**config.mk**
```make
export PLATFORM = sky130hd
export DESIGN_NAME = gas_sensor_measure_sequencer_unit
export DESIGN_NICKNAME = d
export VERILOG_FILES = /design/src/gsms_pkg.sv /design/src/gsms_apb_regs.sv /design/src/gsms_seq_core.sv /design/src/gas_sensor_measure_sequencer_unit.sv
export SDC_FILE = /design/constraint.sdc
export NUM_CORES = 1
export LEC_CHECK = 0
export ABC_AREA = 0
export ABC_CLOCK_PERIOD_IN_PS = 9900
export BUFFER_PORTS_ARGS = -buffer_cell sky130_fd_sc_hd__buf_2
export CAP_MARGIN = 20
export CELL_PAD_IN_SITES_DETAIL_PLACEMENT = 1
export CELL_PAD_IN_SITES_GLOBAL_PLACEMENT = 1
export CORE_ASPECT_RATIO = 1.2
export CORE_MARGIN = 2
export CORE_UTILIZATION = 47
export DETAILED_ROUTE_END_ITERATION = 7
export GPL_TIMING_DRIVEN = 0
export HOLD_SLACK_MARGIN = 0.02
export PLACE_DENSITY = 0.95
export SLEW_MARGIN = 20
export SYNTH_ARGS = -nofsm -noshare
export SYNTH_HDL_FRONTEND = slang
export SYNTH_SLANG_ARGS = --single-unit
```
**constraint.sdc**
```tcl
create_clock -name clk -period 9.9 [get_ports clk]
set_input_delay 1.485 -clock clk [delete_from_list [all_inputs] [get_ports clk]]
set_output_delay 1.485 -clock clk [all_outputs]
set_load 0.02 [all_outputs]
```
**src/gsms_pkg.sv**
```systemverilog
package gsms_pkg;

	// Configuration port
	localparam int unsigned ADDR_W = 3;
	localparam int unsigned DATA_W = 32;
	localparam logic REG_HUMIDITY = 1'b0;
	localparam logic REG_BUS_ADDR = 1'b1;
	localparam logic [6:0] BUS_ADDR_RESET = 7'd88;

	// Sequence steps: the request that is outstanding
	localparam logic [2:0] STEP_FEAT_WR = 3'd0;
	localparam logic [2:0] STEP_FEAT_RD = 3'd1;
	localparam logic [2:0] STEP_INIT_WR = 3'd2;
	localparam logic [2:0] STEP_HUM_WR = 3'd3;
	localparam logic [2:0] STEP_MEAS_WR = 3'd4;
	localparam logic [2:0] STEP_MEAS_RD = 3'd5;

	// Request kinds
	localparam logic [1:0] KIND_WR_CMD = 2'd0;
	localparam logic [1:0] KIND_WR_WORD = 2'd1;
	localparam logic [1:0] KIND_RD3 = 2'd2;
	localparam logic [1:0] KIND_RD6 = 2'd3;

	// Sensor commands
	localparam logic [15:0] CMD_FEATURE = 16'h202F;
	localparam logic [15:0] CMD_INIT = 16'h2003;
	localparam logic [15:0] CMD_HUMIDITY = 16'h2061;
	localparam logic [15:0] CMD_MEASURE = 16'h2008;
	localparam logic [15:0] CMD_NONE = 16'h0000;

	// Waits in milliseconds
	localparam logic [9:0] WAIT_NORMAL = 10'd30;
	localparam logic [9:0] WAIT_RETRY = 10'd500;
	localparam logic [9:0] WAIT_PERIODIC = 10'd1000;

	// CRC-8 and feature-set reply
	localparam logic [7:0] CRC_POLY = 8'h31;
	localparam logic [7:0] CRC_INIT = 8'hFF;
	localparam logic [7:0] FEAT_ID_HI = 8'h00;
	localparam logic [7:0] FEAT_ID_LO = 8'h20;

	typedef struct packed {
		logic [1:0]  request_kind;
		logic [15:0] command_word;
		logic [15:0] payload_word;
		logic [7:0]  payload_crc;
		logic [9:0]  wait_ms;
		logic        wait_from_humidity;
		logic [15:0] co2eq_ppm;
		logic [15:0] tvoc_ppb;
		logic        reading_valid;
		logic        error_seen;
	} result_t;

	function automatic logic [7:0] crc8_byte(input logic [7:0] crc_in, input logic [7:0] data);
		logic [7:0] c;
		int i;
		c = crc_in ^ data;
		for (i = 0; i < 8; i++) begin
			c = c[7] ? ({c[6:0], 1'b0} ^ CRC_POLY) : {c[6:0], 1'b0};
		end
		return c;
	endfunction

	function automatic logic [7:0] crc8_word(input logic [15:0] w);
		return crc8_byte(crc8_byte(CRC_INIT, w[15:8]), w[7:0]);
	endfunction

endpackage

```
**src/gsms_apb_regs.sv**
```systemverilog
module gsms_apb_regs import gsms_pkg::*; (
	input  logic              clk,
	input  logic              arst_n,
	input  logic              psel,
	input  logic              penable,
	input  logic              pwrite,
	input  logic [ADDR_W-1:0] paddr,
	input  logic [DATA_W-1:0] pwdata,
	output logic [DATA_W-1:0] prdata,
	output logic              pready,
	output logic [15:0]       humidity_word
);

	logic [15:0] humidity_q;
	logic [6:0]  bus_addr_q;
	logic        wr_en;
	logic        reg_sel;

	assign pready = 1'b1;
	assign wr_en = psel & penable & pwrite & pready;
	assign reg_sel = paddr[2];

	always_ff @(posedge clk or negedge arst_n) begin
		if (!arst_n) begin
			humidity_q <= '0;
			bus_addr_q <= BUS_ADDR_RESET;
		end else if (wr_en) begin
			unique case (reg_sel)
				REG_HUMIDITY: humidity_q <= pwdata[15:0];
				REG_BUS_ADDR: bus_addr_q <= pwdata[6:0];
				default: ;
			endcase
		end
	end

	always_comb begin
		unique case (reg_sel)
			REG_HUMIDITY: prdata = {{(DATA_W-16){1'b0}}, humidity_q};
			REG_BUS_ADDR: prdata = {{(DATA_W-7){1'b0}}, bus_addr_q};
			default:      prdata = '0;
		endcase
	end

	assign humidity_word = humidity_q;

endmodule

```
**src/gsms_seq_core.sv**
```systemverilog
module gsms_seq_core import gsms_pkg::*; (
	input  logic        clk,
	input  logic        arst_n,
	input  logic        advance,
	input  logic        transfer_ok,
	input  logic [47:0] read_bytes,
	input  logic [15:0] humidity_word,
	output result_t     result
);

	logic [2:0]  step_q;
	logic [15:0] co2_q;
	logic [15:0] voc_q;
	logic        valid_q;
	logic        err_q;

	logic [2:0]  step_d;
	logic [15:0] co2_d;
	logic [15:0] voc_d;
	logic        valid_d;
	logic        err_d;
	logic        ok;
	logic        word0_bad;
	logic        word1_bad;
	logic        feat_bad;
	logic [9:0]  wait_d;
	logic        from_hum_d;

	// A word and its CRC agree when the CRC of the word equals the CRC byte
	assign word0_bad = crc8_word(read_bytes[47:32]) != read_bytes[31:24];
	assign word1_bad = crc8_word(read_bytes[23:8]) != read_bytes[7:0];
	assign feat_bad = word0_bad || (read_bytes[47:40] != FEAT_ID_HI)
		|| (read_bytes[39:32] != FEAT_ID_LO);

	always_comb begin
		ok = transfer_ok;
		step_d = STEP_FEAT_WR;
		co2_d = co2_q;
		voc_d = voc_q;
		valid_d = valid_q;
		err_d = err_q;
		wait_d = WAIT_NORMAL;
		from_hum_d = 1'b0;
		unique case (step_q)
			STEP_FEAT_WR: step_d = STEP_FEAT_RD;
			STEP_FEAT_RD: begin
				if (feat_bad) begin
					ok = 1'b0;
				end
				step_d = STEP_INIT_WR;
			end
			STEP_INIT_WR: step_d = STEP_HUM_WR;
			STEP_HUM_WR:  step_d = STEP_MEAS_WR;
			STEP_MEAS_WR: step_d = STEP_MEAS_RD;
			STEP_MEAS_RD: begin
				if (word0_bad || word1_bad) begin
					ok = 1'b0;
				end
				if (ok) begin
					co2_d = read_bytes[47:32];
					voc_d = read_bytes[23:8];
					valid_d = 1'b1;
					from_hum_d = 1'b1;
					wait_d = WAIT_PERIODIC;
				end
				step_d = STEP_HUM_WR;
			end
			default: ok = 1'b0;
		endcase
		// Failure: flag it, drop validity, restart from the feature-set write
		if (!ok) begin
			err_d = 1'b1;
			valid_d = 1'b0;
			step_d = STEP_FEAT_WR;
			wait_d = WAIT_RETRY;
			from_hum_d = 1'b0;
		end
	end

	always_comb begin
		result.payload_word = '0;
		result.payload_crc = '0;
		unique case (step_d)
			STEP_FEAT_WR: begin
				result.request_kind = KIND_WR_CMD;
				result.command_word = CMD_FEATURE;
			end
			STEP_FEAT_RD: begin
				result.request_kind = KIND_RD3;
				result.command_word = CMD_NONE;
			end
			STEP_INIT_WR: begin
				result.request_kind = KIND_WR_CMD;
				result.command_word = CMD_INIT;
			end
			STEP_HUM_WR: begin
				result.request_kind = KIND_WR_WORD;
				result.command_word = CMD_HUMIDITY;
				result.payload_word = humidity_word;
				result.payload_crc = crc8_word(humidity_word);
			end
			STEP_MEAS_WR: begin
				result.request_kind = KIND_WR_CMD;
				result.command_word = CMD_MEASURE;
			end
			default: begin
				result.request_kind = KIND_RD6;
				result.command_word = CMD_NONE;
			end
		endcase
		result.wait_ms = wait_d;
		result.wait_from_humidity = from_hum_d;
		result.co2eq_ppm = co2_d;
		result.tvoc_ppb = voc_d;
		result.reading_valid = valid_d;
		result.error_seen = err_d;
	end

	always_ff @(posedge clk or negedge arst_n) begin
		if (!arst_n) begin
			step_q <= STEP_FEAT_WR;
			co2_q <= '0;
			voc_q <= '0;
			valid_q <= 1'b0;
			err_q <= 1'b0;
		end else if (advance) begin
			step_q <= step_d;
			co2_q <= co2_d;
			voc_q <= voc_d;
			valid_q <= valid_d;
			err_q <= err_d;
		end
	end

endmodule

```
**src/gas_sensor_measure_sequencer_unit.sv**
```systemverilog
// Measurement sequencer for an air-quality sensor on a two-wire bus.
// Input channel (in_valid/in_ready): one transaction reports the outcome of
// the bus transfer last requested, transfer_ok plus up to six read bytes.
// Output channel (out_valid/out_ready): one transaction per input, giving the
// next transfer request (kind, command, humidity word and its CRC, wait) and
// the latest CO2eq/TVOC readings with the valid and sticky error flags.
// Configuration: APB-style port, humidity word at 0x0, bus address at 0x4;
// pready is always high. Write only while the block is idle.
// Pipeline: an accepted transaction passes through two register stages, input
// and result, before it is offered on the output. Throughput is one
// transaction per cycle while out_ready stays high, set by the step logic.
// Reset: the sequence restarts at the feature-set write, readings and flags
// clear, humidity word clears and the bus address returns to 88.
// Receiver stall: the result register holds its transaction; the input stage
// keeps accepting until it too is full, then in_ready drops.
module gas_sensor_measure_sequencer_unit import gsms_pkg::*; (
	input  logic              clk,
	input  logic              arst_n,
	// Configuration port
	input  logic              psel,
	input  logic              penable,
	input  logic              pwrite,
	input  logic [ADDR_W-1:0] paddr,
	input  logic [DATA_W-1:0] pwdata,
	output logic [DATA_W-1:0] prdata,
	output logic              pready,
	// Input channel
	input  logic              in_valid,
	output logic              in_ready,
	input  logic              transfer_ok,
	input  logic [47:0]       read_bytes,
	// Output channel
	output logic              out_valid,
	input  logic              out_ready,
	output logic [1:0]        request_kind,
	output logic [15:0]       command_word,
	output logic [15:0]       payload_word,
	output logic [7:0]        payload_crc,
	output logic [9:0]        wait_ms,
	output logic              wait_from_humidity,
	output logic [15:0]       co2eq_ppm,
	output logic [15:0]       tvoc_ppb,
	output logic              reading_valid,
	output logic              error_seen
);

	logic [15:0] humidity_word;

	// Input stage
	logic        valid_s1;
	logic        ok_s1;
	logic [47:0] rd_s1;

	// Result stage
	logic        valid_s2;
	result_t     result_s2;

	result_t     step_result;
	logic        advance;
	logic        s2_free;

	gsms_apb_regs u_regs (
		.clk           (clk),
		.arst_n        (arst_n),
		.psel          (psel),
		.penable       (penable),
		.pwrite        (pwrite),
		.paddr         (paddr),
		.pwdata        (pwdata),
		.prdata        (prdata),
		.pready        (pready),
		.humidity_word (humidity_word)
	);

	// The result register takes a new transaction when empty or being drained
	assign s2_free = !valid_s2 || out_ready;
	assign advance = valid_s1 && s2_free;
	assign in_ready = !valid_s1 || s2_free;

	gsms_seq_core u_core (
		.clk           (clk),
		.arst_n        (arst_n),
		.advance       (advance),
		.transfer_ok   (ok_s1),
		.read_bytes    (rd_s1),
		.humidity_word (humidity_word),
		.result        (step_result)
	);

	always_ff @(posedge clk or negedge arst_n) begin
		if (!arst_n) begin
			valid_s1 <= 1'b0;
		end else if (in_ready) begin
			valid_s1 <= in_valid;
		end
	end

	// Hold the payload when the stage is not taking a new transaction
	always_ff @(posedge clk) begin
		if (in_valid && in_ready) begin
			ok_s1 <= transfer_ok;
			rd_s1 <= read_bytes;
		end
	end

	always_ff @(posedge clk or negedge arst_n) begin
		if (!arst_n) begin
			valid_s2 <= 1'b0;
		end else if (s2_free) begin
			valid_s2 <= valid_s1;
		end
	end

	always_ff @(posedge clk) begin
		if (advance) begin
			result_s2 <= step_result;
		end
	end

	assign out_valid = valid_s2;
	assign request_kind = result_s2.request_kind;
	assign command_word = result_s2.command_word;
	assign payload_word = result_s2.payload_word;
	assign payload_crc = result_s2.payload_crc;
	assign wait_ms = result_s2.wait_ms;
	assign wait_from_humidity = result_s2.wait_from_humidity;
	assign co2eq_ppm = result_s2.co2eq_ppm;
	assign tvoc_ppb = result_s2.tvoc_ppb;
	assign reading_valid = result_s2.reading_valid;
	assign error_seen = result_s2.error_seen;

	// A transaction leaving the input stage always lands in the result stage
	a_advance_fills: assert property (@(posedge clk) disable iff (!arst_n)
		advance |=> valid_s2)
		else $error("advanced transaction did not reach the result stage");

	// The error flag is sticky across results
	a_error_sticky: assert property (@(posedge clk) disable iff (!arst_n)
		(valid_s2 && result_s2.error_seen) |=> result_s2.error_seen)
		else $error("sticky error flag cleared");

	// The periodic wait belongs only to the humidity write
	a_periodic_wait: assert property (@(posedge clk) disable iff (!arst_n)
		(valid_s2 && result_s2.wait_from_humidity) |->
		(result_s2.wait_ms == WAIT_PERIODIC && result_s2.request_kind == KIND_WR_WORD))
		else $error("periodic wait on a request other than the humidity write");

	// A retry restarts at the feature-set write with readings invalid
	a_retry_restart: assert property (@(posedge clk) disable iff (!arst_n)
		(valid_s2 && result_s2.wait_ms == WAIT_RETRY) |->
		(result_s2.command_word == CMD_FEATURE && !result_s2.reading_valid
		&& result_s2.error_seen))
		else $error("retry without restart or error flag");

endmodule

```
==> results.cfg <==
[detailed_routing]
num_vias = 5133
remaining_drc_errors = 0
avgRoutedWirePerCell_um = 20.8
drt_first_pass_iters = 5
routed_wirelength_um = 20700
route.antenna.remaining_nets = 0
routed_via_density = 5.15
drt_iter0_markers = 225

[timing]
worst_hold_slack_ns = 0.476
hold_violations = 0
total_of_endpoints_with_negative_setup_slack_in_the_final_report = 0
grt_setup_unrepaired = no
drv_slew = 0
period_minus_slack_ns = 4.68
skew_ns = 0.0132
measured_slew_at_the_worst_slew_check_pin_ns = 1.09
max_clock_freq_mhz = 214
setup_tns_after_final_layout_ns = 0
worst_slew_margin_rel = 0.274
min_period_over_period = 0.473

[clock_network]
cts.sinks = 183
cts_htree_levels = 4
worst_case_clock_buffer_depth = 2
holdBufCountCts = 0
tritoncts = yes
cts_made_buffers = 17
cts_setup_buffers = 0
cts_root_buffer = sky130_fd_sc_hd__clkbuf_16
worst_setup_hold_path_clk_slew_ns = 0.07
post_cts_resized = 0
worstSkewPairLatency_ns = 0.43

[die]
num_rows = 53
ios = 213
die-height_um = 151
core_area_um2 = 17600
fp.dieArea_um2 = 19200
floorplan.die.width_um = 127
initial_core_util = 0.483

[setup_path]
cpLargestDelayFamily = XOR/XNOR gates
crit_required_ns = 10.19
critical-path-slowest-cell = sky130_fd_sc_hd__a222oi_1
worstPathCellList = buf_2 > xnor2_1 > xnor3_1 > xnor3_1 > or3_1 > a222oi_1 > nand4_4 > nor2_4 > buf_6 > mux2_1
setup.worst_path.class = flip-flop to flip-flop
timing.critical_path.mode_cell = sky130_fd_sc_hd__xnor3_1
critical_path_arrival_ns = 4.98
crit_path_max_fanout = 10
slowest_delay_ns = 0.95
worstSetupStartpointType = flip-flop
cp-end-kind = flip-flop
worst-path-buf-inv = 2

[pwr]
power-per-cell-area_nw_per_um2 = 215
lkg_pwr_nw = 4.62
max-vdd-ir-drop_mv = 0.127

[global_routing]
grt_overflow_total = 0
grt_pass1_wl_um = 31800
global_route.usage.total = 0.222
grt_pass1_vias = 5617
grt_start_max_net_pins = 51
antenna_found_initial = 1

[synthesis]
synthCells = 551
yosys-top-cells-area = sky130_fd_sc_hd__edfxtp_1 (43%), sky130_fd_sc_hd__dfrtp_1 (17%), sky130_fd_sc_hd__mux2_2 (8.6%)
yosys_warnings = 0
synthAdderAreaFrac = 0
synth_top_cell_by_area = sky130_fd_sc_hd__edfxtp_1
yosysUniqueCellTypes = 53
synth_top_area_frac = 0.426
synth-compound-area-share = 0.0217
synth_enable_flop_cells = 121
synth.cell_area_um2 = 8520
synthSimpleGateAreaFrac = 0.0671
synth_ff_type = sky130_fd_sc_hd__edfxtp_1
async_flop_share = 0.339
synth.ff_latch_count = 183
synthXorXnorAreaFrac = 0.132
sequential_cell_area_fraction_in_the_yosys_report = 0.609
postSynthAreaPerCell_um2 = 15.5
dominant_combinational_cell_family_by_area_after_synthesis = XOR/XNOR gates
post_synth_mux_area_share = 0.125

[placement]
place.gp.congestion = 0.790
port-buffer-count = 166
post-dp-hpwl_um = 15000

[cells_and_area]
final_layout_size_suffix_gt1_frac = 0.412
design.final.nets = 854
area.growth.synth_to_final_pct = 21.4

[job]
drv_cap = 0

[outcome]
run_status = completed

[min_path]
timing.hold.worst.class = flip-flop to flip-flop
Yosys cell counts (all sizes together) (3+ instances only):
| cell type | number |
|---|---|
| edfxtp | 121 |
| mux2 | 94 |
| dfrtp | 59 |
| xnor2 | 52 |
| buf | 43 |
| xor2 | 22 |
| and2 | 18 |
| xnor3 | 18 |
| nor2b | 12 |
| nand2 | 11 |
| nor4 | 10 |
| nor2 | 9 |
| clkbuf | 8 |
| nand3 | 7 |
| inv | 6 |
| or3 | 5 |
| nand2b | 4 |
| nand4 | 4 |
| a21o | 3 |
| a21oi | 3 |
| dfstp | 3 |
| nor3 | 3 |
| or2 | 3 |
| xor3 | 3 |
routing by layer:
metal	up-vias	track usage	wire, um
met3	16	0.0386	729
met1	2611	0.243	7630
li1	2365	-	-
met2	141	0.431	12100
met5	-	0	0
met4	0	0.0758	252
where the power goes:
group,switching [W],internal [W],leakage [nW]
Sequential,0.0000485,0.000882,1.98
Clock,0.000317,0.000332,0.271
Combinational,0.000352,0.000288,2.37
Total,0.000718,0.00150,4.62
placed cells by master (no fill, tap or decap), drive strengths merged, types with 10 or more instances in the layout:
cell / Yosys / final
xor2: 22 / 22
edfxtp: 121 / 121
clkbuf: 8 / 25
nor4: 10 / 10
mux2: 94 / 94
inv: 6 / 14
and2: 18 / 18
dfrtp: 59 / 59
buf: 43 / 211
nor2b: 12 / 12
xnor2: 52 / 52
conb: 2 / 27
nand2: 11 / 11
xnor3: 18 / 18
logic make-up after synthesis:
kind of cell | after synthesis
and+or+nand+nor | 95
xor gates and xnor gates | 95
other | 2
muxes | 95
DFF | 183
buffers and inverters | 57
AOI/OAI and AO/OA | 24
through the flow:
step | instances | power [W] | utilization | setup slack (ns) | area (um2)
detailed placement | 964 | 0.00158 | 0.555 | 5.21 | 9780
finish | 997 | 0.00222 | 0.586 | 5.22 | 10300
CTS | 996 | 0.00224 | 0.586 | 5.17 | 10300
global placement | 962 | 0.00153 | 0.551 | 5.11 | 9720
floorplan | 576 | 0.00141 | - | 5.94 | 8610
global route | 996 | 0.00232 | 0.586 | 4.95 | 10300
flip-flops by register name, indices dropped and copies added, names as in the netlist, 8 cells and up:
| signal | flops |
|---|---|
| rd_s1 | 48 |
| co2eq_ppm | 16 |
| payload_word | 16 |
| tvoc_ppb | 16 |
| u_core.co2_q | 16 |
| u_core.voc_q | 16 |
| u_regs.humidity_word | 16 |
| payload_crc | 8 |
final cells by class:
class,instances,area [um2]
sequential,183,5190
clock buffer,17,425
inverter,6,25.0
antenna,1,2.50
tap,220,275
fill,1779,7290
clock inverter,15,135
timing repair buffer,168,888
buffer,51,350
multi-input combinational,336,3050
final timing paths:
| kind | startpoint | depth (start not counted) | to | slack [ns] |
|---|---|---|---|---|
| max in group asynchronous | arst_n | 2 | u_core.co2_q[2] | 8.39 |
| max reg2reg | rd_s1[45] | 10 | u_core.voc_q[7] | 5.22 |
| max | rd_s1[45] | 10 | u_core.voc_q[7] | 5.22 |
| min | u_core.err_q | 1 | u_core.err_q | 0.48 |
| min in group asynchronous | arst_n | 1 | u_regs.humidity_word[13] | 0.97 |
| min reg2reg | u_core.err_q | 1 | u_core.err_q | 0.48 |
Power figures use the tool's default switching activity.
